`src/design/irds_pkg.sv`:
```
// Shared types, constants and the digit-to-character map for the radix converter.
package irds_pkg;

    localparam int RADIX_W    = 6;
    localparam int CHAR_W     = 8;
    localparam int APB_ADDR_W = 3;
    localparam int APB_DATA_W = 32;

    localparam logic [RADIX_W-1:0] RADIX_MIN   = 6'd2;
    localparam logic [RADIX_W-1:0] RADIX_MAX   = 6'd62;
    localparam logic [RADIX_W-1:0] RADIX_RESET = 6'd4;
    localparam logic               NUC_RESET   = 1'b1;

    // register index, taken from paddr[2]
    localparam logic REG_RADIX = 1'b0;
    localparam logic REG_NUC   = 1'b1;

    localparam logic [CHAR_W-1:0] CHAR_NONE  = 8'h00;
    localparam logic [CHAR_W-1:0] CHAR_ZERO  = 8'h30;  // '0'
    localparam logic [CHAR_W-1:0] CHAR_UPPER = 8'h41;  // 'A'
    localparam logic [CHAR_W-1:0] CHAR_LOWER = 8'h61;  // 'a'
    localparam logic [CHAR_W-1:0] CHAR_NUC_A = 8'h41;
    localparam logic [CHAR_W-1:0] CHAR_NUC_C = 8'h43;
    localparam logic [CHAR_W-1:0] CHAR_NUC_G = 8'h47;
    localparam logic [CHAR_W-1:0] CHAR_NUC_T = 8'h54;

    localparam logic [RADIX_W-1:0] DIGIT_NUC_END = 6'd4;
    localparam logic [RADIX_W-1:0] DIGIT_DEC_END = 6'd10;
    localparam logic [RADIX_W-1:0] DIGIT_UP_END  = 6'd36;

    typedef struct packed {
        logic [RADIX_W-1:0] radix;
        logic               nuc;
        logic               err;
    } t_job_ctl;

    function automatic logic [CHAR_W-1:0] digit_char(input logic [RADIX_W-1:0] d,
                                                     input logic nuc);
        logic [CHAR_W-1:0] dx;
        dx = {{(CHAR_W-RADIX_W){1'b0}}, d};
        if (nuc && d < DIGIT_NUC_END) begin
            unique case (d[1:0])
                2'd0: digit_char = CHAR_NUC_A;
                2'd1: digit_char = CHAR_NUC_C;
                2'd2: digit_char = CHAR_NUC_G;
                default: digit_char = CHAR_NUC_T;
            endcase
        end else if (d < DIGIT_DEC_END) begin
            digit_char = CHAR_ZERO + dx;
        end else if (d < DIGIT_UP_END) begin
            digit_char = CHAR_UPPER + dx - {{(CHAR_W-RADIX_W){1'b0}}, DIGIT_DEC_END};
        end else begin
            digit_char = CHAR_LOWER + dx - {{(CHAR_W-RADIX_W){1'b0}}, DIGIT_UP_END};
        end
    endfunction

endpackage

```
`src/design/irds_front.sv`:
```
// Front end: configuration registers, item acceptance and radix check.
module irds_front #(
    parameter int VALUE_BITS = 31
) (
    input  logic                              i_clk,
    input  logic                              i_rst_n,
    input  logic                              psel,
    input  logic                              penable,
    input  logic                              pwrite,
    input  logic [irds_pkg::APB_ADDR_W-1:0]   paddr,
    input  logic [irds_pkg::APB_DATA_W-1:0]   pwdata,
    output logic [irds_pkg::APB_DATA_W-1:0]   prdata,
    input  logic                              start,
    input  logic                              i_full,
    input  logic [VALUE_BITS-1:0]             i_value,
    output logic                              o_push,
    output irds_pkg::t_job_ctl                o_ctl,
    output logic [VALUE_BITS-1:0]             o_value
);
    import irds_pkg::*;

    logic [RADIX_W-1:0] r_radix;
    logic               r_nuc;
    logic               wr_en;

    assign wr_en = psel && penable && pwrite;

    always_ff @(posedge i_clk) begin
        if (!i_rst_n) begin
            r_radix <= RADIX_RESET;
            r_nuc   <= NUC_RESET;
        end else if (wr_en) begin
            unique case (paddr[2])
                REG_RADIX: r_radix <= pwdata[RADIX_W-1:0];
                default:   r_nuc   <= pwdata[0];
            endcase
        end
    end

    always_comb begin
        unique case (paddr[2])
            REG_RADIX: prdata = {{(APB_DATA_W-RADIX_W){1'b0}}, r_radix};
            default:   prdata = {{(APB_DATA_W-1){1'b0}}, r_nuc};
        endcase
    end

    assign o_push    = start && !i_full;
    assign o_ctl.radix = r_radix;
    assign o_ctl.nuc   = r_nuc;
    assign o_ctl.err   = (r_radix < RADIX_MIN) || (r_radix > RADIX_MAX);
    assign o_value   = i_value;

endmodule

```
`src/design/irds_queue.sv`:
```
// Two-entry queue between the front end and the conversion engine.
module irds_queue #(
    parameter int DATA_W = 39
) (
    input  logic              i_clk,
    input  logic              i_rst_n,
    input  logic              i_push,
    input  logic [DATA_W-1:0] i_data,
    input  logic              i_pop,
    output logic [DATA_W-1:0] o_data,
    output logic              o_full,
    output logic              o_empty
);
    logic [DATA_W-1:0] r_mem [2];
    logic              r_wptr;
    logic              r_rptr;
    logic [1:0]        r_count;

    always_ff @(posedge i_clk) begin
        if (i_push) begin
            r_mem[r_wptr] <= i_data;
        end
    end

    always_ff @(posedge i_clk) begin
        if (!i_rst_n) begin
            r_wptr  <= 1'b0;
            r_rptr  <= 1'b0;
            r_count <= 2'd0;
        end else begin
            if (i_push) begin
                r_wptr <= ~r_wptr;
            end
            if (i_pop) begin
                r_rptr <= ~r_rptr;
            end
            unique case ({i_push, i_pop})
                2'b10:   r_count <= r_count + 2'd1;
                2'b01:   r_count <= r_count - 2'd1;
                default: r_count <= r_count;
            endcase
        end
    end

    assign o_data  = r_mem[r_rptr];
    assign o_full  = (r_count == 2'd2);
    assign o_empty = (r_count == 2'd0);

endmodule

```
`src/design/irds_back.sv`:
```
// Conversion engine: bit-serial division per digit, digit stack, MSB-first emission.
module irds_back #(
    parameter int VALUE_BITS = 31
) (
    input  logic                        i_clk,
    input  logic                        i_rst_n,
    input  logic                        i_empty,
    input  irds_pkg::t_job_ctl          i_ctl,
    input  logic [VALUE_BITS-1:0]       i_value,
    output logic                        o_pop,
    output logic                        o_strobe,
    output logic [irds_pkg::CHAR_W-1:0] o_char_code,
    output logic                        o_last,
    output logic                        o_error
);
    import irds_pkg::*;

    localparam int CNT_W = $clog2(VALUE_BITS + 1);
    localparam int IDX_W = $clog2(VALUE_BITS);

    typedef enum logic [1:0] {S_IDLE, S_DIV, S_RD, S_OUT} t_state;

    t_state              r_state;
    logic [VALUE_BITS-1:0] r_quo;
    logic [RADIX_W-1:0]  r_rem;
    logic [RADIX_W-1:0]  r_radix;
    logic                r_nuc;
    logic [IDX_W-1:0]    r_step;
    logic [CNT_W-1:0]    r_ndig;
    logic                r_strobe;
    logic [CHAR_W-1:0]   r_char;
    logic                r_last;
    logic                r_error;

    logic [RADIX_W-1:0]  r_dig_mem [VALUE_BITS];
    logic [RADIX_W-1:0]  r_rd_data;

    logic [RADIX_W:0]      shifted;
    logic                  ge;
    logic [RADIX_W:0]      diff;
    logic [RADIX_W-1:0]    n_rem;
    logic [VALUE_BITS-1:0] n_quo;
    logic                  last_step;
    logic                  mem_we;
    logic [IDX_W-1:0]      rd_addr;
    logic [CNT_W-1:0]      ndig_dec;

    // one restoring division step: remainder stays below the radix
    always_comb begin
        shifted   = {r_rem, r_quo[VALUE_BITS-1]};
        ge        = shifted >= {1'b0, r_radix};
        diff      = shifted - {1'b0, r_radix};
        n_rem     = ge ? diff[RADIX_W-1:0] : shifted[RADIX_W-1:0];
        n_quo     = {r_quo[VALUE_BITS-2:0], ge};
        last_step = (r_step == IDX_W'(VALUE_BITS - 1));
        mem_we    = (r_state == S_DIV) && last_step;
        ndig_dec  = r_ndig - CNT_W'(1);
        rd_addr   = ndig_dec[IDX_W-1:0];
    end

    assign o_pop = (r_state == S_IDLE) && !i_empty;

    // digits are written least significant first and read back from the top
    always_ff @(posedge i_clk) begin
        if (mem_we) begin
            r_dig_mem[r_ndig[IDX_W-1:0]] <= n_rem;
        end
    end

    always_ff @(posedge i_clk) begin
        r_rd_data <= r_dig_mem[rd_addr];
    end

    always_ff @(posedge i_clk) begin
        if (!i_rst_n) begin
            r_state  <= S_IDLE;
            r_strobe <= 1'b0;
        end else begin
            r_strobe <= 1'b0;
            unique case (r_state)
                S_IDLE: begin
                    if (!i_empty) begin
                        r_quo   <= i_value;
                        r_radix <= i_ctl.radix;
                        r_nuc   <= i_ctl.nuc;
                        r_rem   <= '0;
                        r_step  <= '0;
                        r_ndig  <= '0;
                        if (i_ctl.err) begin
                            r_strobe <= 1'b1;
                            r_char   <= CHAR_NONE;
                            r_last   <= 1'b1;
                            r_error  <= 1'b1;
                        end else begin
                            r_state <= S_DIV;
                        end
                    end
                end
                S_DIV: begin
                    r_quo <= n_quo;
                    if (last_step) begin
                        r_ndig <= r_ndig + CNT_W'(1);
                        r_rem  <= '0;
                        r_step <= '0;
                        if (n_quo == '0) begin
                            r_state <= S_RD;
                        end
                    end else begin
                        r_rem  <= n_rem;
                        r_step <= r_step + IDX_W'(1);
                    end
                end
                S_RD: begin
                    r_state <= S_OUT;
                end
                default: begin
                    r_strobe <= 1'b1;
                    r_char   <= digit_char(r_rd_data, r_nuc);
                    r_last   <= (r_ndig == CNT_W'(1));
                    r_error  <= 1'b0;
                    r_ndig   <= ndig_dec;
                    r_state  <= (r_ndig == CNT_W'(1)) ? S_IDLE : S_RD;
                end
            endcase
        end
    end

    assign o_strobe    = r_strobe;
    assign o_char_code = r_char;
    assign o_last      = r_last;
    assign o_error     = r_error;

endmodule

```
`src/design/integer_to_radix_digit_string.sv`:
```
// Top level: integer to radix digit string converter, front end, queue and engine.
// Engine per item of n digits: one bit-serial division per digit, then each character is read
// from the digit stack in S_RD and emitted in S_OUT; the engine takes a new item only when idle.
// With an idle engine the first character follows all divisions of the item, S_RD and S_OUT;
// an invalid radix gives its lone error result straight from S_IDLE, registered. Two items queue up.
// Sync active-low reset: radix 4, letter mode on, queue empty. Results are never stalled.
module integer_to_radix_digit_string #(
    parameter int VALUE_BITS = 31
) (
    input  logic                              i_clk,
    input  logic                              i_rst_n,
    input  logic                              psel,
    input  logic                              penable,
    input  logic                              pwrite,
    input  logic [irds_pkg::APB_ADDR_W-1:0]   paddr,
    input  logic [irds_pkg::APB_DATA_W-1:0]   pwdata,
    output logic [irds_pkg::APB_DATA_W-1:0]   prdata,
    output logic                              pready,
    input  logic                              start,
    output logic                              busy,
    input  logic [VALUE_BITS-1:0]             i_value,
    output logic                              o_strobe,
    output logic [irds_pkg::CHAR_W-1:0]       o_char_code,
    output logic                              o_last,
    output logic                              o_error
);
    import irds_pkg::*;

    localparam int Q_W = $bits(t_job_ctl) + VALUE_BITS;

    logic                  q_push;
    logic                  q_pop;
    logic                  q_full;
    logic                  q_empty;
    t_job_ctl              f_ctl;
    logic [VALUE_BITS-1:0] f_value;
    logic [Q_W-1:0]        q_rdata;
    t_job_ctl              b_ctl;
    logic [VALUE_BITS-1:0] b_value;

    assign pready = 1'b1;
    assign busy   = q_full;

    irds_front #(.VALUE_BITS(VALUE_BITS)) u_front (
        .i_clk   (i_clk),
        .i_rst_n (i_rst_n),
        .psel    (psel),
        .penable (penable),
        .pwrite  (pwrite),
        .paddr   (paddr),
        .pwdata  (pwdata),
        .prdata  (prdata),
        .start   (start),
        .i_full  (q_full),
        .i_value (i_value),
        .o_push  (q_push),
        .o_ctl   (f_ctl),
        .o_value (f_value)
    );

    irds_queue #(.DATA_W(Q_W)) u_queue (
        .i_clk   (i_clk),
        .i_rst_n (i_rst_n),
        .i_push  (q_push),
        .i_data  ({f_ctl, f_value}),
        .i_pop   (q_pop),
        .o_data  (q_rdata),
        .o_full  (q_full),
        .o_empty (q_empty)
    );

    assign {b_ctl, b_value} = q_rdata;

    irds_back #(.VALUE_BITS(VALUE_BITS)) u_back (
        .i_clk       (i_clk),
        .i_rst_n     (i_rst_n),
        .i_empty     (q_empty),
        .i_ctl       (b_ctl),
        .i_value     (b_value),
        .o_pop       (q_pop),
        .o_strobe    (o_strobe),
        .o_char_code (o_char_code),
        .o_last      (o_last),
        .o_error     (o_error)
    );

    a_err_single: assert property (@(posedge i_clk) disable iff (!i_rst_n)
        o_strobe && o_error |-> o_last && (o_char_code == CHAR_NONE))
        else $error("error result not a lone last item");

    a_char_set: assert property (@(posedge i_clk) disable iff (!i_rst_n)
        o_strobe && !o_error |->
            (o_char_code >= 8'h30 && o_char_code <= 8'h39) ||
            (o_char_code >= 8'h41 && o_char_code <= 8'h5a) ||
            (o_char_code >= 8'h61 && o_char_code <= 8'h7a))
        else $error("digit character outside 0-9, A-Z, a-z");

    a_pop_nonempty: assert property (@(posedge i_clk) disable iff (!i_rst_n)
        q_pop |-> !q_empty)
        else $error("engine popped an empty queue");

endmodule

```
`config.mk`:
```
export PLATFORM = sky130hd
export DESIGN_NAME = integer_to_radix_digit_string
export DESIGN_NICKNAME = d
export VERILOG_FILES = /design/src/design/irds_pkg.sv /design/src/design/irds_front.sv /design/src/design/irds_queue.sv /design/src/design/irds_back.sv /design/src/design/integer_to_radix_digit_string.sv
export SDC_FILE = /design/constraint.sdc
export NUM_CORES = 1
export LEC_CHECK = 0
export BUFFER_PORTS_ARGS = -buffer_cell sky130_fd_sc_hd__buf_2
export CAP_MARGIN = 0
export CORE_UTILIZATION = 60
export CTS_CLUSTER_SIZE = 12
export DETAILED_ROUTE_END_ITERATION = 16
export PLACE_DENSITY = 0.81
export SLEW_MARGIN = 10
export SYNTH_ARGS = -nofsm -noshare
export SYNTH_HDL_FRONTEND = slang
export SYNTH_SLANG_ARGS = --single-unit
```
`constraint.sdc`:
```
create_clock -name i_clk -period 4.4 [get_ports i_clk]
set_clock_uncertainty 0.2 [all_clocks]
set_input_delay 1.1 -clock i_clk [delete_from_list [all_inputs] [get_ports i_clk]]
set_output_delay 1.1 -clock i_clk [all_outputs]
set_load 0.01 [all_outputs]
```
; ---- Yosys cells after proc, flatten, opt, wreduce, memory -nomap -nowiden
; Memories as Yosys holds them, arrays and structs flattened. A register that Yosys moved wholly into a read port is not among the register bits.
; Cells that the tools add are included.
[classes]
n_bitwise = 6
addsub = 11
n_reduce_logical = 23
eq_ne = 14
n_lt_le_gt_ge = 6
muxes = 39
[ops]
columns = operator, count
row1 = $pmux 31 s2, 1
row2 = $mux 8, 5
row3 = $logic_not 31->1, 1
row4 = $mux 31, 1
row5 = $pmux 5 s3, 2
row6 = $mux 6, 4
row7 = $add 7x6->8 const A, 2
row8 = $pmux 8 s2, 1
row9 = $mux 5, 3
row10 = $pmux 6 s2, 1
row11 = $reduce_and 4->1, 3
row12 = $add 5x1->5 const B, 2
row13 = $mux 1, 10
row14 = $mux 2, 5
row15 = $pmux 5 s2, 1
row16 = $eq 2x2->1 const B, 4
row17 = $ne 2x2->1 const B, 4
row18 = $sub 8x4->8 const B, 1
row19 = $sub 8x6->8 const B, 1
row20 = $add 6x6->7 const A, 1
row21 = $ge 7x6->1, 1
row22 = $eq 2x1->1 const B, 3
row23 = $gt 6x6->1 const B, 1
row24 = $logic_and 1x1->1, 6
row25 = other kinds (22), 35
[totals]
mem_count = 2
register_bits = 78
inputBits = 72
ramBits = 264
wordCells = 117
[memory_table]
columns = name, depth, word_bits, read_ports, rd_clocked_by_memory_dff, write_ports, line
row1 = u_back.r_dig_mem, 31, 6, 1, 1, 1, irds_back.sv:35  ; logic [RADIX_W-1:0] r_dig_mem [VALUE_BITS];
row2 = u_queue.r_mem, 2, 39, 1, 1, 1, irds_queue.sv:14  ; logic [DATA_W-1:0] r_mem [2];

; ---- Logic depth before layout (Yosys ltp)
; Gate-level depths: netlist of the first run.
[depth]
depth_word = 6
depth_mapped = 12

; ---- Modules after synthesis
; Synthesis of the first run repeated with hierarchy kept, for this count alone.
[unflattened]
cells_unflattened = 954
area_unflattened_um2 = 15190.8
[modules_own_cells]
columns = mod, n_inst, seq_area_each_um2, area_each_um2, cells_per_inst
row1 = irds_back, 1, 7657.3, 11377.2, 709
row2 = irds_queue, 1, 2442.3, 3020.4, 143
row3 = irds_front, 1, 140.1, 782.0, 100
row4 = integer_to_radix_digit_string, 1, 0.0, 11.3, 2

; ---- Worst setup path after synthesis of the first run
; No wires, ideal clock.
[synth_path]
path_type = input -> register
from = input port i_rst_n
to = register u_back.r_quo[0], enable pin
t_required_ns = 3.759
path_slack_ns = 0.574
arrival_time_ns = 3.185
setup_ns = 0.441
stages = 3
cell_sequence = clkbuf_1 -> nand2_1 -> nor2_1
[synth_between]
elab_chain_cells = 1
[synth_rtl]
columns = element, line
row1 = "start, declared", integer_to_radix_digit_string.sv:11  ; input logic i_rst_n,
row2 = $reduce_and 3->1 (no source line), n/a
row3 = "end signal, assigned", irds_back.sv:83  ; r_quo <= i_value;
row4 = "end signal, assigned", irds_back.sv:100  ; r_quo <= n_quo;
row5 = "end, declared", irds_back.sv:24  ; logic [VALUE_BITS-1:0] r_quo;
; Every way passes these cells.
; A chain may end at the register's enable or synchronous reset.

; ---- Final worst setup path of the first run
[layout_path]
from = register u_back.r_rem[2]
to = memory u_back.r_dig_mem[9][0], data pin
[layout_between]
elab_chain_cells = 2
[layout_rtl]
columns = element, line
row1 = "start, declared", irds_back.sv:25  ; logic [RADIX_W-1:0] r_rem;
row2 = "start signal, assigned", irds_back.sv:109  ; r_rem <= n_rem;
row3 = $ge 7x6->1, irds_back.sv:51  ; ge = shifted >= {1'b0, r_radix};
row4 = $mux 6, irds_back.sv:53  ; n_rem = ge ? diff[RADIX_W-1:0] : shifted[RADIX_W-1:0];
row5 = net u_back.n_rem[0], irds_back.sv:41  ; logic [RADIX_W-1:0] n_rem;
row6 = "end, declared", irds_back.sv:35
; The timed path passes the listed nets, and every way through them passes these cells.

==> results.toml, run 1 <==
[status]
status = "finished clean"

[routing]
first_pass_iters = 5
wl_per_cell_um = 20.45
drt-initial-drc-count = 693
avgViaCountPerCell = 5.919
finalWirelength_um = 26620
vias = 7706
route.detailed.drc = 0
final_antenna_net_count = 0

[global_route]
grt_pass1_wl_um = 41790
grt_pass1_vias = 7665
grt_max_degree = 71
track_usage = 0.2247
overflow = 0
antenna_found_initial = 0

[logic_synthesis]
ys_types = 52
synthCells = 901
synth_edf_count = 327
syn_area_um2 = 14550
synth-seq-cells = 348
syn_area_per_cell_um2 = 16.15
ys.flop_type = "edfxtp_1"
ys_seq_area_frac = 0.7037
async_flop_share = 0
yosysWarnings = 0

[clocking]
cts.clk_slew.worst_paths_ns = 0.06
cts_resized = 0
cts_sinks = 348
cts_tree = "built"
cts_buffers = 36
clock_latency_ns = 0.51
htreeDepth = 2
cts_hold_buf = 0
cts_root_buffer = "clkbuf_16"
cts_max_path_buffers = 3
post_cts_buffers = 0

[setup_path]
cp_cell_sequence = "ha_1, a21o_1, a21oi_2, o21ai_2, a2111oi_4, mux2i_2, buf_4"
path_class = "reg2reg"
cp.arrival_ns = 3.59
cp_slowest_cell = "mux2i_2"
rr_worst_depth = 7
r2r_start = "u_back.r_rem[2]$_SDFFCE_PN0P_"
path_max_fanout = 17
slowest_delay_ns = 0.86
startpoint = "u_back.r_rem[2]$_SDFFCE_PN0P_"
rr_endpoint = "u_back.r_dig_mem[9][0]$_DFFE_PP_"
worst-path-buf-inv = 1
critPathTopFamily = "compound AO/OA/AOI/OAI gates"
cp.required_ns = 4.55
r2r_slack_ns = 0.96
start_kind = "flip-flop"
end_kind = "flip-flop"

[worst_hold_path]
hp-start = "u_front.r_nuc$_SDFFE_PN1P_"
hold_path_depth = 0
min_to = "u_queue.r_mem[1][32]$_DFFE_PP_"
min_path_type = "reg2reg"

[finish]
multi_input_area_um2 = 3975
post_route_cells_drive_above_1_share = 0.1963
n_antenna_cell = 0
area_delta_synth_final_pct = 10.59
regArea_um2 = 10240
nFillCells = 1531
finalNetCount = 1064
final_area_um2 = 16090

[sta]
period_share = 0.7828
fin_ws_ns = 0.9558
max_slew.worst_pin.slew_ns = 0.9661
relSlewSlack = 0.3559
finalHoldViolations = 0
max_freq_mhz = 290.3
slew_viol_final = 0
rsz0062_at_grt = "no"
finalSetupViolCount = 0
min_period_ns = 3.444
timing.setup.tns_ns = 0

[floorplan]
fp.dieW_um = 157.7
die-area_um2 = 24880
num_io_pins = 117
die_h_um = 157.7
initial_core_util = 0.6163
core_area_um2 = 23610
rows = 56

[power]
max-vdd-ir-drop_v = 0.0003901
cellLeakagePower_nw = 5.459
p_per_area_nw_per_um2 = 692.0
p_total_mw = 11.14

[placement]
place_ws_ns = 1.026
place.gp.congestion = 0.8919
port_buffers = 60
hpwlAfterDp_um = 16390
placed_area_um2 = 15070

[run]
drv_cap = 0
==> cells in the final DEF, fill, tap and decap left out, drive strengths merged, types with 25 or more instances in the layout <==
cell type	netlist	final
mux2i	53	53
clkbuf	26	48
o21ai	38	38
buf	42	69
conb	2	28
edfxtp	327	327
nand2	62	62
nor2	70	70
ha	25	25
mux4	48	48
==> cell type report <==
type                       count  area share
tap                          319     0.02480
clock inverter                 7    0.002488
clock buffer                  48     0.06134
sequential                   348      0.6364
multi-input combinational    489      0.2470
inverter                      22    0.005131
timing repair buffer          69     0.02286
==> cell usage after synthesis, drive strengths merged, types with 5 or more instances <==
master  count  area (um2)
a211oi     10       75.07
nand2      62       232.7
nor3       10       50.05
mux2       15       168.9
xnor2      14       122.6
and2        6       37.54
nor4        8       50.05
a21oi      19       98.85
o21ai      38       193.9
inv        22       82.58
nor2b      12       75.07
a221oi      6       52.55
and2b       5       42.54
mux2i      53       530.5
nand3      10       50.05
edfxtp    327        9819
ha         25       312.8
dfxtp      21       420.4
xor2        6       52.55
buf        42       286.5
clkbuf     26       97.59
nor2       70       262.8
mux4       48        1081
==> cell families after synthesis <==
kind of cell,share of synthesized area
buffers and inverters,0.03207
other,0.0005161
AOI/OAI and AO/OA,0.04222
and+or+nand+nor,0.06423
adders and majority gates,0.02287
DFF,0.7037
muxes,0.1224
xor gates and xnor gates,0.01204
==> state kept, by name (all words and copies together), names as in the netlist, 2 cells and up, named ones only <==
signal / count
u_back.o_char_code: 7
u_back.r_dig_mem: 186
u_back.r_ndig: 5
u_back.r_quo: 31
u_back.r_radix: 6
u_back.r_rd_data: 6
u_back.r_rem: 6
u_back.r_state: 2
u_back.r_step: 5
u_front.r_radix: 6
u_queue.r_count: 2
u_queue.r_mem: 78
==> power by group <==
part,internal (mW),total (mW),switching (mW)
Clock,1.56,2.72,1.16
Sequential,4.72,4.99,0.268
Combinational,1.26,3.43,2.17
==> worst max path at each step <==
stage,depth (start not counted),slack (ns),to
floorplan,3,0.57,u_back.r_quo[0]$_DFFE_PP_
global route,7,0.82,u_back.r_dig_mem[9][0]$_DFFE_PP_
detailed placement,7,1.03,u_back.r_dig_mem[25][0]$_DFFE_PP_
finish,7,0.96,u_back.r_dig_mem[9][0]$_DFFE_PP_
CTS,7,1.01,u_back.r_dig_mem[9][0]$_DFFE_PP_
global placement,7,1.03,u_back.r_dig_mem[25][0]$_DFFE_PP_
==> routing by layer <==
layer  share of wire  GRT usage
met5               0          0
met4           0.020    0.06149
met2            0.50     0.3786
met3           0.055    0.03942
met1            0.42     0.3032
==> worst register-to-register path, stage by stage (launching register included) <==
cell	delay (ns)
edfxtp_1	0.39
ha_1	0.34
a21o_1	0.18
a21oi_2	0.14
o21ai_2	0.09
a2111oi_4	0.72
mux2i_2	0.86
buf_4	0.35
==> through the flow <==
| step | hold WS (ns) | utilization | cells |
|---|---|---|---|
| finish | 0.3192 | 0.6815 | 1302 |
| CTS | 0.3017 | 0.6815 | 1302 |
| global route | 0.3308 | 0.6815 | 1302 |
| floorplan | 0.2417 | - | 927 |
| detailed placement | 0.2877 | 0.6380 | 1247 |
| global placement | 0.2808 | 0.6380 | 1247 |
Power figures use the tool's default switching activity.
==> inputs of run 2 (changes only) <==
--- a/config.mk
+++ b/config.mk
@@ -5,6 +5,7 @@
 export SDC_FILE = /design/constraint.sdc
 export NUM_CORES = 1
 export LEC_CHECK = 0
+export ABC_AREA = 1
 export BUFFER_PORTS_ARGS = -buffer_cell sky130_fd_sc_hd__buf_2
 export CAP_MARGIN = 0
 export CORE_UTILIZATION = 60
==> constraint.sdc (replaced) <==
create_clock -name i_clk -period 3.23 [get_ports i_clk]
set_clock_uncertainty 0.2 [all_clocks]
set_input_delay 0.8075 -clock i_clk [delete_from_list [all_inputs] [get_ports i_clk]]
set_output_delay 0.8075 -clock i_clk [all_outputs]
set_load 0.01 [all_outputs]
==> run 2 against run 1 <==
Compared with the run above:
- setup slack got worse by 0.82 ns
- combinational power rose by 73%
- utilization fell by 0.71 points
- maximum frequency rose by 11%
- via count rose by 26%
- clock power rose by 37%
- die area rose by 2.3%
- critical path depth rose by 1
- design area rose by 1.9%
- synthesized area rose by 2.3%
- sequential cell count did not move
- largest power group unchanged
==> results.toml, run 2 <==
[status]
status = "finished clean"

[finish]
finalNetCount = 1445
final_area_um2 = 16400
final_common_cell = "edfxtp_1"
finish.utilization = 0.6744
mostFrequentLayoutCells = "327 x edfxtp_1, 255 x nor2_1, 153 x nand2_1"
fin_cells = 1694
area_delta_synth_final_pct = 10.19
largest_reg_flops = 186
post_route_cells_drive_above_1_share = 0.1110

[routing]
wl_per_cell_um = 17.36
drt-initial-drc-count = 1003
finalWirelength_um = 29400
route.detailed.drc = 0
avgViaCountPerCell = 5.710
vias = 9673
final_antenna_net_count = 0
first_pass_iters = 6

[logic_synthesis]
synthTopCellsByArea = "edfxtp_1 66%, nor2_1 6.5%, o21ai_0 4.8%"
yosysMostFrequentCell = "edfxtp_1"
synthSimpleGateAreaFrac = 0.1201
yosys.area_share.adder = 0.02236
synth_top_family_by_area = "simple AND/OR/NAND/NOR gates"
synthXorXnorAreaFrac = 0.005800
syn_area_per_cell_um2 = 11.57
ys_seq_area_frac = 0.6879
async_flop_share = 0
syn_area_um2 = 14890
synthTopCellsByCount = "327 x edfxtp_1, 258 x nor2_1, 153 x nand2_1"
ys_types = 44
synth-seq-cells = 348
synth_edf_count = 327
synthCells = 1287
synth_top_area_cell = "edfxtp_1"
yosysWarnings = 0
synth_compound_area_frac = 0.1092
synth_mux_area_frac = 0.0006724
synth_top_area_frac = 0.6597
ys.flop_type = "edfxtp_1"

[clocking]
cts_root_buffer = "clkbuf_16"
cts_sinks = 348
cts.clk_slew.worst_paths_ns = 0.06
htreeDepth = 2
clock_latency_ns = 0.52
cts_max_path_buffers = 3
cts_buffers = 36
cts_tree = "built"

[placement]
place.gp.congestion = 0.8785
placed_area_um2 = 15340
port_buffers = 60
placed_cells = 1632
hpwlAfterDp_um = 18040

[floorplan]
initial_core_util = 0.6121
die-area_um2 = 25440
core_area_um2 = 24320
die_h_um = 159.5
num_io_pins = 117
fp.dieW_um = 159.5
rows = 57

[global_route]
antenna_found_initial = 1
grt_pass1_vias = 9136
overflow = 0
grt_pass1_wl_um = 46670
track_usage = 0.2327
grt_max_degree = 50

[sta]
period_share = 0.9591
rsz0062_at_grt = "yes"
min_period_ns = 3.098
relSlewSlack = 0.2372
finalSetupViolCount = 0
slew_viol_final = 0
max_freq_mhz = 322.8
max_slew.worst_pin.slew_ns = 1.137
finalHoldViolations = 0
timing.setup.tns_ns = 0

[setup_path]
rr_worst_depth = 8
r2r_start = "u_back.r_rem[1]$_SDFFCE_PN0P_"
cp_cell_sequence = "ha_1, a21oi_1, nand2_1, nand2_1, nand3_1, nand2_1, o21ai_0, inv_1"
start_kind = "flip-flop"
rr_endpoint = "u_back.r_dig_mem[10][2]$_DFFE_PP_"
worst-path-buf-inv = 1
crit_top_cell = "nand2_1"
cp_slowest_cell = "inv_1"
slowest_delay_ns = 0.77
path_max_fanout = 31
critPathTopFamily = "buffers and inverters"
cp.arrival_ns = 3.05
end_kind = "flip-flop"
r2r_slack_ns = 0.13
cp.required_ns = 3.19
path_class = "reg2reg"

[worst_hold_path]
hp-start = "u_front.r_radix[3]$_SDFFE_PN0P_"
hold_path_depth = 0
min_to = "u_queue.r_mem[0][36]$_DFFE_PP_"
min_path_type = "reg2reg"

[power]
cellLeakagePower_nw = 5.962
max-vdd-ir-drop_v = 0.0005554
p_total_mw = 16.38
p_per_area_nw_per_um2 = 998.7

[run]
drv_cap = 0
-- run 2: cell count changes in the layout (fill, tap and decap cells not counted), moves of 14 or more --
cell      previous run  this run
o21ai_0             37       141
o21ai_1              0        14
mux4_2              48         0
nand2_1             62       153
o211ai_1             4        31
inv_1               22        61
nor2_1              68       255
mux2i_1             52         1
nand3_1             10        27
a21oi_1             18        82
mux2_2              15         0
-- run 2: routing by layer --
metal	track usage	share of wire	vias up
met1	0.3014	0.40	4627
met2	0.3948	0.50	394
met4	0.09747	0.036	0
li1	-	-	4582
met5	0	0	-
met3	0.03438	0.064	70
-- run 2: worst max path at each step --
stage,cells past startpoint,end,from
6_report,8,u_back.r_dig_mem[10][2]$_DFFE_PP_,u_back.r_rem[1]$_SDFFCE_PN0P_
5_1_grt,7,u_back.r_dig_mem[19][5]$_DFFE_PP_,u_back.r_rem[1]$_SDFFCE_PN0P_
4_1_cts,8,u_back.r_dig_mem[8][1]$_DFFE_PP_,u_back.r_rem[1]$_SDFFCE_PN0P_
3_5_place_dp,8,u_back.r_dig_mem[14][0]$_DFFE_PP_,u_back.r_rem[1]$_SDFFCE_PN0P_
3_3_place_gp,8,u_back.r_dig_mem[15][0]$_DFFE_PP_,u_back.r_rem[1]$_SDFFCE_PN0P_
2_1_floorplan,2,u_queue.r_mem[0][0]$_DFFE_PP_,start
-- run 2: area by class of cell --
type                       count  area, um2
clock inverter                 6      40.04
antenna                        1      2.502
fill                        1698       7918
timing repair inverter         1      7.507
timing repair buffer          81      457.9
inverter                      70      269.0
tap                          324      405.4
clock buffer                  54      999.7
sequential                   348      10240
multi-input combinational    809       3980
-- run 2: metrics by stage --
step	hold slack, ns	worst slack (ns)
after floorplan	0.2255	-0.05631
after global placement	0.2331	0.3504
after detailed placement	0.2399	0.1864
after CTS	0.2541	0.1261
after global routing	0.2712	-0.08452
final	0.2525	0.1322
-- run 2: cell families after synthesis --
logic type / Yosys count
buffers and inverters: 156
other: 2
AO/OA/AOI/OAI: 290
XOR/XNOR: 9
AND/OR/NAND/NOR: 455
adder cells (fa/ha/maj): 26
flip-flops: 348
multiplexers: 1
-- run 2: report_power, final --
part / total, mW / switching, mW / internal [mW]
Sequential: 6.74 / 0.279 / 6.46
Clock: 3.72 / 1.58 / 2.14
Combinational: 5.93 / 4.29 / 1.64
Total: 16.4 / 6.15 / 10.2
-- run 2: what timing repair did --
action,4_1_cts,5_1_grt
buffers inserted,0,0
endpoints found under the setup margin,0,124
hold buffers,0,0
resized for setup,0,4
-- run 2: worst register-to-register path, delay by kind of cell, from the launching register on --
family,cells,cell delay [ns]
compound gates,2,0.28
fa+ha+maj,1,0.36
buf+inv,1,0.77
flops,1,0.40
simple gates,4,0.74
